[src/rtl/slcr_pkg.sv]
// Shared types and constants for the serial line channel register block.
`timescale 1ns / 1ps

package slcr_pkg;

   localparam int FIFO_DEPTH = 16;
   localparam int PTR_W      = (FIFO_DEPTH > 1) ? $clog2(FIFO_DEPTH) : 1;
   localparam int CNT_W      = $clog2(FIFO_DEPTH + 1);

   // Register bit positions of the standard layout.
   localparam logic [15:0] RCSR_READER_EN  = 16'h0001;
   localparam logic [15:0] CSR_INT_EN      = 16'h0040;
   localparam logic [15:0] CSR_DONE_READY  = 16'h0080;
   localparam logic [15:0] RBUF_EMPTY_READ = 16'hC000;

   localparam logic [7:0]  BREAK_KEY_RESET  = 8'd0;
   localparam logic [1:0]  BREAK_RESP_RESET = 2'd0;
   localparam logic [15:0] RCSR_MASK_RESET  = 16'h0040;
   localparam logic [15:0] XCSR_MASK_RESET  = 16'h0045;
   localparam logic [15:0] TX_DELAY_RESET   = 16'd1000;

   typedef enum logic [2:0] {
      OP_BUS_READ  = 3'd0,
      OP_BUS_WRITE = 3'd1,
      OP_RX_CHAR   = 3'd2,
      OP_TICK      = 3'd3,
      OP_BUS_RESET = 3'd4
   } op_type;

   typedef enum logic [1:0] {
      REG_RCSR = 2'd0,
      REG_RBUF = 2'd1,
      REG_XCSR = 2'd2,
      REG_XBUF = 2'd3
   } reg_offset_type;

   typedef enum logic [1:0] {
      BRK_NONE = 2'd0,
      BRK_HALT = 2'd1,
      BRK_BOOT = 2'd2
   } break_resp_type;

   typedef enum logic [2:0] {
      CSR_BREAK_KEY  = 3'd0,
      CSR_BREAK_RESP = 3'd1,
      CSR_CONSOLE    = 3'd2,
      CSR_RCSR_MASK  = 3'd3,
      CSR_XCSR_MASK  = 3'd4,
      CSR_TX_DELAY   = 3'd5
   } csr_index_type;

endpackage

[src/rtl/serial_line_channel_registers_unit.sv]
// Top level of the serial line channel register block (RCSR, RBUF, XCSR, XBUF).
`timescale 1ns / 1ps

// One serial line channel with the classic four register words. Every request
// transaction is one bus read, bus write, received character, transmitter tick
// or bus reset, and it produces exactly one response transaction, registered
// and presented in the cycle after its request was accepted. The block takes
// one request per clock unless the held response stalls: a new request is
// accepted whenever the output register is empty or is being drained in the
// same cycle. The receive FIFO is a 16 entry by 8 bit synchronous memory whose
// head entry is read into a register when an RBUF read pops it. Received
// characters that find the FIFO full are dropped. On a console channel the
// break key gives a halt or boot pulse, or is swallowed; on a loopback channel
// each transmitted character is fed back into the receiver. After an XBUF write
// the first tick with no delay left sends the character, then tx_delay_ff ticks
// are skipped. The user must write configuration registers through the csr port
// only while no transaction is in flight; the block does not enforce this.
module serial_line_channel_registers_unit
   import slcr_pkg::*;
(
   input  logic        clock,
   input  logic        reset,
   // Request channel.
   input  logic        req_tvalid,
   output logic        req_tready,
   input  logic [31:0] req_tdata,   // reg_offset[1:0], write_data[17:2], rx_char[25:18],
                                    // power_ok[26], zero fill
   input  logic [2:0]  req_tuser,   // operation[2:0]
   // Response channel.
   output logic        rsp_tvalid,
   input  logic        rsp_tready,
   output logic [31:0] rsp_tdata,   // read_data[15:0], rx_irq[16], tx_irq[17], tx_valid[18],
                                    // tx_char[26:19], halt_pulse[27], boot_pulse[28], zero fill
   // Configuration port.
   input  logic        csr_we,
   input  logic [2:0]  csr_addr,
   input  logic [15:0] csr_wdata
);

   // Configuration registers.
   logic [7:0]  break_key_ff;
   logic [1:0]  break_resp_ff;
   logic        console_ff;
   logic [15:0] rcsr_mask_ff;
   logic [15:0] xcsr_mask_ff;
   logic [15:0] tx_delay_ff;

   // Channel state.
   logic [15:0]      rcsr_ff, rcsr_in;
   logic [15:0]      xcsr_ff, xcsr_in;
   logic [7:0]       xbuf_ff, xbuf_in;
   logic [PTR_W-1:0] head_ff, head_in;
   logic [CNT_W-1:0] count_ff, count_in;
   logic             pending_ff, pending_in;
   logic [15:0]      wait_ff, wait_in;

   // Receive FIFO storage and its registered read port.
   logic [7:0]       fifo_mem [FIFO_DEPTH];
   logic [7:0]       mem_q_ff;
   logic             mem_we;
   logic             mem_re;
   logic [PTR_W-1:0] wr_idx;
   logic [7:0]       wr_char;

   // Response register.
   logic        out_valid_ff;
   logic        out_pop_ff,    out_pop_in;
   logic [15:0] out_rd_ff,     out_rd_in;
   logic        out_rxirq_ff,  out_rxirq_in;
   logic        out_txirq_ff,  out_txirq_in;
   logic        out_txv_ff,    out_txv_in;
   logic [7:0]  out_txc_ff,    out_txc_in;
   logic        out_halt_ff,   out_halt_in;
   logic        out_boot_ff,   out_boot_in;

   // Request fields.
   op_type         op;
   reg_offset_type reg_sel;
   logic [15:0]    wdata;
   logic [7:0]     rx_char;
   logic           power_ok;
   logic           accept;

   assign op       = op_type'(req_tuser);
   assign reg_sel  = reg_offset_type'(req_tdata[1:0]);
   assign wdata    = req_tdata[17:2];
   assign rx_char  = req_tdata[25:18];
   assign power_ok = req_tdata[26];

   // The output register is refilled whenever it is empty or drains this cycle.
   assign req_tready = !out_valid_ff || rsp_tready;
   assign accept     = req_tvalid && req_tready;

   // Configuration writes.
   always_ff @(posedge clock) begin
      if (reset) begin
         break_key_ff  <= BREAK_KEY_RESET;
         break_resp_ff <= BREAK_RESP_RESET;
         console_ff    <= 1'b1;
         rcsr_mask_ff  <= RCSR_MASK_RESET;
         xcsr_mask_ff  <= XCSR_MASK_RESET;
         tx_delay_ff   <= TX_DELAY_RESET;
      end else if (csr_we) begin
         case (csr_index_type'(csr_addr))
            CSR_BREAK_KEY:  break_key_ff  <= csr_wdata[7:0];
            CSR_BREAK_RESP: break_resp_ff <= csr_wdata[1:0];
            CSR_CONSOLE:    console_ff    <= csr_wdata[0];
            CSR_RCSR_MASK:  rcsr_mask_ff  <= csr_wdata;
            CSR_XCSR_MASK:  xcsr_mask_ff  <= csr_wdata;
            CSR_TX_DELAY:   tx_delay_ff   <= csr_wdata;
            default: ;
         endcase
      end
   end

   // Next-state and response computation for the accepted transaction. The
   // RBUF word itself needs no register: every RBUF read either pops the FIFO
   // head, whose data arrives through the memory read register, or returns the
   // empty-read pattern.
   always_comb begin
      logic             take;
      logic [7:0]       ch;
      logic [CNT_W:0]   wr_sum;

      rcsr_in      = rcsr_ff;
      xcsr_in      = xcsr_ff;
      xbuf_in      = xbuf_ff;
      head_in      = head_ff;
      count_in     = count_ff;
      pending_in   = pending_ff;
      wait_in      = wait_ff;
      mem_re       = 1'b0;
      out_pop_in   = 1'b0;
      out_rd_in    = 16'd0;
      out_rxirq_in = 1'b0;
      out_txirq_in = 1'b0;
      out_txv_in   = 1'b0;
      out_txc_in   = 8'd0;
      out_halt_in  = 1'b0;
      out_boot_in  = 1'b0;
      take         = 1'b0;
      ch           = rx_char;

      case (op)
         OP_BUS_READ: begin
            case (reg_sel)
               REG_RCSR: out_rd_in = rcsr_ff;
               REG_RBUF: begin
                  if (count_ff != '0) begin
                     mem_re     = 1'b1;
                     out_pop_in = 1'b1;
                     head_in    = (head_ff == PTR_W'(FIFO_DEPTH - 1)) ? '0
                                                                     : head_ff + PTR_W'(1);
                     count_in   = count_ff - CNT_W'(1);
                     rcsr_in    = rcsr_ff & ~CSR_DONE_READY;
                  end else begin
                     out_rd_in = RBUF_EMPTY_READ;
                  end
               end
               REG_XCSR: out_rd_in = xcsr_ff;
               REG_XBUF: out_rd_in = {8'd0, xbuf_ff};
               default: ;
            endcase
         end
         OP_BUS_WRITE: begin
            case (reg_sel)
               REG_RCSR: begin
                  rcsr_in = (rcsr_ff & ~rcsr_mask_ff) | (wdata & rcsr_mask_ff);
                  if ((wdata & RCSR_READER_EN) != '0) begin
                     rcsr_in = rcsr_in & ~CSR_DONE_READY;
                  end
                  out_rxirq_in = ((wdata & CSR_INT_EN) != '0) &&
                                 ((rcsr_ff & CSR_INT_EN) == '0) &&
                                 ((rcsr_in & CSR_DONE_READY) != '0);
               end
               REG_XCSR: begin
                  xcsr_in = (xcsr_ff & ~xcsr_mask_ff) | (wdata & xcsr_mask_ff);
                  out_txirq_in = ((wdata & CSR_INT_EN) != '0) &&
                                 ((xcsr_ff & CSR_INT_EN) == '0) &&
                                 ((xcsr_in & CSR_DONE_READY) != '0);
               end
               REG_XBUF: begin
                  xcsr_in    = xcsr_ff & ~CSR_DONE_READY;
                  xbuf_in    = wdata[7:0];
                  pending_in = 1'b1;
               end
               default: ;   // RBUF writes are ignored.
            endcase
         end
         OP_RX_CHAR: begin
            take = 1'b1;
         end
         OP_TICK: begin
            if (wait_ff != '0) begin
               wait_in = wait_ff - 16'd1;
            end else if (pending_ff) begin
               pending_in   = 1'b0;
               out_txv_in   = 1'b1;
               out_txc_in   = xbuf_ff;
               xcsr_in      = xcsr_ff | CSR_DONE_READY;
               out_txirq_in = (xcsr_ff & CSR_INT_EN) != '0;
               wait_in      = tx_delay_ff;
               // A loopback channel hears its own transmitted character.
               take         = !console_ff;
               ch           = xbuf_ff;
            end
         end
         OP_BUS_RESET: begin
            rcsr_in = rcsr_ff & ~(CSR_INT_EN | CSR_DONE_READY);
            xcsr_in = CSR_DONE_READY;
         end
         default: ;
      endcase

      // Receive path shared by line characters and loopback.
      wr_sum  = (CNT_W + 1)'(head_ff) + (CNT_W + 1)'(count_ff);
      if (wr_sum >= (CNT_W + 1)'(FIFO_DEPTH)) begin
         wr_sum = wr_sum - (CNT_W + 1)'(FIFO_DEPTH);
      end
      wr_idx  = wr_sum[PTR_W-1:0];
      wr_char = ch;
      mem_we  = 1'b0;
      if (take && power_ok) begin
         if (console_ff && (ch == break_key_ff)) begin
            out_halt_in = (break_resp_ff == BRK_HALT);
            out_boot_in = (break_resp_ff == BRK_BOOT);
         end else if (count_ff < CNT_W'(FIFO_DEPTH)) begin
            mem_we       = 1'b1;
            count_in     = count_ff + CNT_W'(1);
            rcsr_in      = rcsr_in | CSR_DONE_READY;
            out_rxirq_in = (rcsr_in & CSR_INT_EN) != '0;
         end
      end
   end

   // Receive FIFO memory: one write port, one registered read port.
   always_ff @(posedge clock) begin
      if (accept && mem_we) begin
         fifo_mem[wr_idx] <= wr_char;
      end
      if (accept && mem_re) begin
         mem_q_ff <= fifo_mem[head_ff];
      end
   end

   // Channel state update.
   always_ff @(posedge clock) begin
      if (reset) begin
         rcsr_ff    <= '0;
         xcsr_ff    <= CSR_DONE_READY;
         xbuf_ff    <= '0;
         head_ff    <= '0;
         count_ff   <= '0;
         pending_ff <= 1'b0;
         wait_ff    <= '0;
      end else if (accept) begin
         rcsr_ff    <= rcsr_in;
         xcsr_ff    <= xcsr_in;
         xbuf_ff    <= xbuf_in;
         head_ff    <= head_in;
         count_ff   <= count_in;
         pending_ff <= pending_in;
         wait_ff    <= wait_in;
      end
   end

   // Response register.
   always_ff @(posedge clock) begin
      if (reset) begin
         out_valid_ff <= 1'b0;
      end else if (accept) begin
         out_valid_ff <= 1'b1;
      end else if (rsp_tready) begin
         out_valid_ff <= 1'b0;
      end
   end

   always_ff @(posedge clock) begin
      if (accept) begin
         out_pop_ff   <= out_pop_in;
         out_rd_ff    <= out_rd_in;
         out_rxirq_ff <= out_rxirq_in;
         out_txirq_ff <= out_txirq_in;
         out_txv_ff   <= out_txv_in;
         out_txc_ff   <= out_txc_in;
         out_halt_ff  <= out_halt_in;
         out_boot_ff  <= out_boot_in;
      end
   end

   // A popping RBUF read takes its data straight from the memory read register,
   // which holds while the response waits.
   assign rsp_tvalid = out_valid_ff;
   assign rsp_tdata  = {3'd0, out_boot_ff, out_halt_ff, out_txc_ff, out_txv_ff,
                        out_txirq_ff, out_rxirq_ff,
                        out_pop_ff ? {8'd0, mem_q_ff} : out_rd_ff};

endmodule
[config.mk]
export PLATFORM = sky130hd
export DESIGN_NAME = serial_line_channel_registers_unit
export DESIGN_NICKNAME = d
export VERILOG_FILES = /design/src/rtl/slcr_pkg.sv /design/src/rtl/serial_line_channel_registers_unit.sv
export SDC_FILE = /design/constraint.sdc
export NUM_CORES = 1
export LEC_CHECK = 0
export ABC_AREA = 1
export CAP_MARGIN = 20
export CORE_MARGIN = 2
export CORE_UTILIZATION = 40
export DETAILED_ROUTE_END_ITERATION = 10
export DONT_BUFFER_PORTS = 1
export SLEW_MARGIN = 20
export SYNTH_ARGS = -nofsm -noshare
export SYNTH_HDL_FRONTEND = slang
export SYNTH_SLANG_ARGS = --single-unit
[constraint.sdc]
create_clock -name clock -period 3 [get_ports clock]
set_clock_uncertainty 0.05 [all_clocks]
set_input_delay 0.3 -clock clock [delete_from_list [all_inputs] [get_ports clock]]
set_output_delay 0.3 -clock clock [all_outputs]
set_load 0.05 [all_outputs]
==> summary.md <==
| Metric | Value |
|---|---|
| Outcome | `complete, no violations` |
| Top-count cell post-synth | `nor2_1` |
| Syn. warnings | `0` |
| Crit path largest cell delay | `0.32 ns` |
| Hold WS | `0.0751 ns` |
| Initial antenna violation count | `5` |
| 1st-iter DRT viols | `794` |
| Total negative setup slack | `0 ns` |
| Fmax | `0.358 GHz` |
| Arr. time, crit path | `3.02 ns` |
| Core area | `0.0325 sq mm` |
| Nature of the critical path endpoint | `flip-flop` |
| #FFs+latches synth | `292` |
| Number of flops mapped to enable cells by yosys | `166` |
| # IOs | `93` |
| Die width | `185 um` |
| Crit path buffers/inverters | `2` |
| Rows | `66` |
| Crit-path slowest cell | `dfxtp_1` |
| Hold Crit Class | `primary input to flip-flop` |
| Clock transition at the registers of the reported paths | `0.06 ns` |
| Routed WL per cell | `18.3 um` |
| Crit start category | `flip-flop` |
| PortBufs | `0` |
| Layout area overhead | `16.3%` |
| Hpwl dp | `24300 um` |
| Non-filler instance count after layout | `1932` |
| Final hold vios | `0` |
| Crit Path Category | `flip-flop to flip-flop` |
| Layout cells sized above 1 | `10.7%` |
| Top cells by count, synth | `nor2_1, nand2_1, edfxtp_1, inv_1, o21ai_0` |
| Post-synthesis sequential area ratio | `57.2%` |
| Via count of the first global-routing pass | `9532` |
| Critical path cell sequence | `inv_1 > ha_1 > nand2_1 > nor2_8 > nand3_4 > nor2_8 > nand2_4 > nand2_2 > nand2_1 > nand2_2 > nor2_4 > nand3_4 > nand3_4 > nor2_2 > nand2_2 > nor2_1 > buf_4` |
| DRC viols | `0` |
| First-pass GRT wire length | `53700 um` |
| Syn Inst Count | `1401` |
| Fill cells | `3051` |
| DRT Pass-1 Iters | `6` |
| CTS buffer count | `31` |
| Max Root-Sink Buffers | `3` |
| Die area | `0.0343 sq mm` |
| RSZ-0062 raised after global routing | `no` |
| Largest net degree at the start of global routing | `52` |
| Total of max-cap violations | `0` |
| Synth Cell Area | `0.0131 sq mm` |
| ANT nets after route | `0` |
| Crit-path leading delay family | `simple AND/OR/NAND/NOR gates` |
| Final Cell Area | `0.0153 sq mm` |
| Avg Inst Size Synth | `9.36 sq um` |
| Nets | `1530` |
| CP max FO | `9` |
| DP Area | `0.0138 sq mm` |
| Yosys cell types | `52` |
| Via count | `10100` |
| Post-synth top flop | `edfxtp_1` |
| Synth area leaders | `edfxtp_1, dfxtp_1, nor2_1, o21ai_0, nand2_1` |
| Vert. Die Dim | `185 um` |
| Clock sinks | `292` |
| Peak supply drop | `0.000450 V` |
| CTS root buf | `clkbuf_16` |
| Final period util | `93.1%` |
| GRT Util Overall | `20.6%` |
| Least-Margin Pin Slew | `1.02 ns` |
| Ys async rst share | `0%` |
| Placer Congestion | `0.873` |
| Final wirelength | `35400 um` |
| Yosys top cell area share | `38.0%` |
| Pwr/cell area | `591 mW/mm^2` |
| P_leak | `5.71 nW` |
| Critical Path RT | `3.23 ns` |
| Max Slew Vio Count | `0` |
| Via-to-Cell Ratio | `5.23` |
| Starting Density | `40.4%` |
| CTS H-tree depth | `1` |
| Clk_lat worst skew | `0.57 ns` |
| Crit path time final | `2.79 ns` |
| Remaining global-route overflow | `0` |
| Worst slew margin | `31.6%` |
| CTS tree | `done` |
| Area leader, netlist | `edfxtp_1` |
| Placed Cells incl. Taps | `1831` |
| Total Power | `9.01 mW` |
| Final setup fails | `0` |
where the power goes:
part / total (mW) / internal, mW / switching (mW)
clock network: 3.88 / 2.31 / 1.57
registers: 4.39 / 4.31 / 0.0780
logic: 0.743 / 0.217 / 0.526
total: 9.01 / 6.84 / 2.17
logic make-up after synthesis:
| group | count (synthesis) | synth area share, % |
|---|---|---|
| simple gates | 529 | 18.4 |
| compound gates | 320 | 14.4 |
| flops | 292 | 57.2 |
| buf+inv | 218 | 6.58 |
| mux | 20 | 1.60 |
| xor+xnor | 11 | 0.735 |
| fa+ha+maj | 10 | 1.01 |
| other cells | 1 | 0.0286 |
placed cells by master, fill, tap and decap left out, drive strengths merged, types with 14 or more instances in the layout:
| cell | netlist | routed |
|---|---|---|
| edfxtp | 166 | 166 |
| a21oi | 89 | 89 |
| nand2 | 177 | 177 |
| nand3 | 59 | 59 |
| dlygate4sd3 | 0 | 38 |
| o32ai | 21 | 21 |
| o221ai | 17 | 17 |
| o21ai | 140 | 140 |
| inv | 146 | 148 |
| nand4 | 14 | 14 |
| clkbuf | 50 | 45 |
| nor2 | 231 | 231 |
| dfxtp | 126 | 126 |
| o211ai | 15 | 15 |
| nor3 | 32 | 32 |
| buf | 21 | 58 |
final timing paths:
check	start	end	slack, ns	cells after the start
setup / recovery	wait_ff[1]	fifo_mem[9][4]	0.21	17
hold / removal	csr_addr[0]	break_resp_ff[1]	0.08	5
setup reg to reg	wait_ff[1]	fifo_mem[9][4]	0.21	17
hold reg to reg	xcsr_ff[10]	xcsr_ff[10]	0.41	1
worst reg2reg max path, delay by kind of cell, from the launching register on:
family                     cells  cell delay (ns)
adders and majority gates      1             0.23
DFF                            1             0.32
and+or+nand+nor               14             1.60
buffers and inverters          2             0.29
per-layer routing:
layer / up-vias / global-route usage (%) / part of all wire (%)
met1: 4817 / 26.8 / 43
met4: 2 / 5.33 / 2.4
met3: 56 / 4.40 / 6.3
met2: 281 / 34.7 / 48
met5: - / 0 / 0.054
li1: 4955 / - / -
metrics by stage:
stage                     setup WS [ns]  util, %
final                             0.206     47.0
after global routing            0.00470     47.0
after CTS                         0.111     47.0
after detailed placement          0.130     42.6
after global placement            0.217     42.6
after floorplan                  -0.129        -
sequential cells by signal, summed over array words and instances, names as in the netlist, 2 cells and up:
| signal | cells |
|---|---|
| break_key_ff | 8 |
| break_resp_ff | 2 |
| count_ff | 5 |
| fifo_mem | 128 |
| head_ff | 4 |
| mem_q_ff | 8 |
| out_rd_ff | 16 |
| out_txc_ff | 8 |
| rcsr_ff | 16 |
| rcsr_mask_ff | 16 |
| tx_delay_ff | 16 |
| wait_ff | 16 |
| xbuf_ff | 8 |
| xcsr_ff | 16 |
| xcsr_mask_ff | 16 |
what timing repair did:
| item | in CTS | in global routing |
|---|---|---|
| buffers inserted | 0 | 1 |
| endpoints found under the setup margin | 0 | 37 |
| gates resized for setup | 0 | 1 |
| hold endpoints to repair | 113 | 0 |
| hold buffers | 38 | 0 |
layout make-up:
| cell class | count | area [sq um] | share of cell area [%] |
|---|---|---|---|
| Clock buffer | 45 | 888 | 5.82 |
| Antenna cell | 4 | 10.0 | 0.0656 |
| Tap cell | 442 | 553 | 3.62 |
| Clock inverter | 13 | 156 | 1.03 |
| Multi-Input combinational cell | 893 | 4760 | 31.2 |
| Timing Repair Buffer | 96 | 828 | 5.43 |
| Inverter | 147 | 552 | 3.62 |
| Sequential cell | 292 | 7510 | 49.2 |
Note: power is estimated with default switching activity, not from simulation.
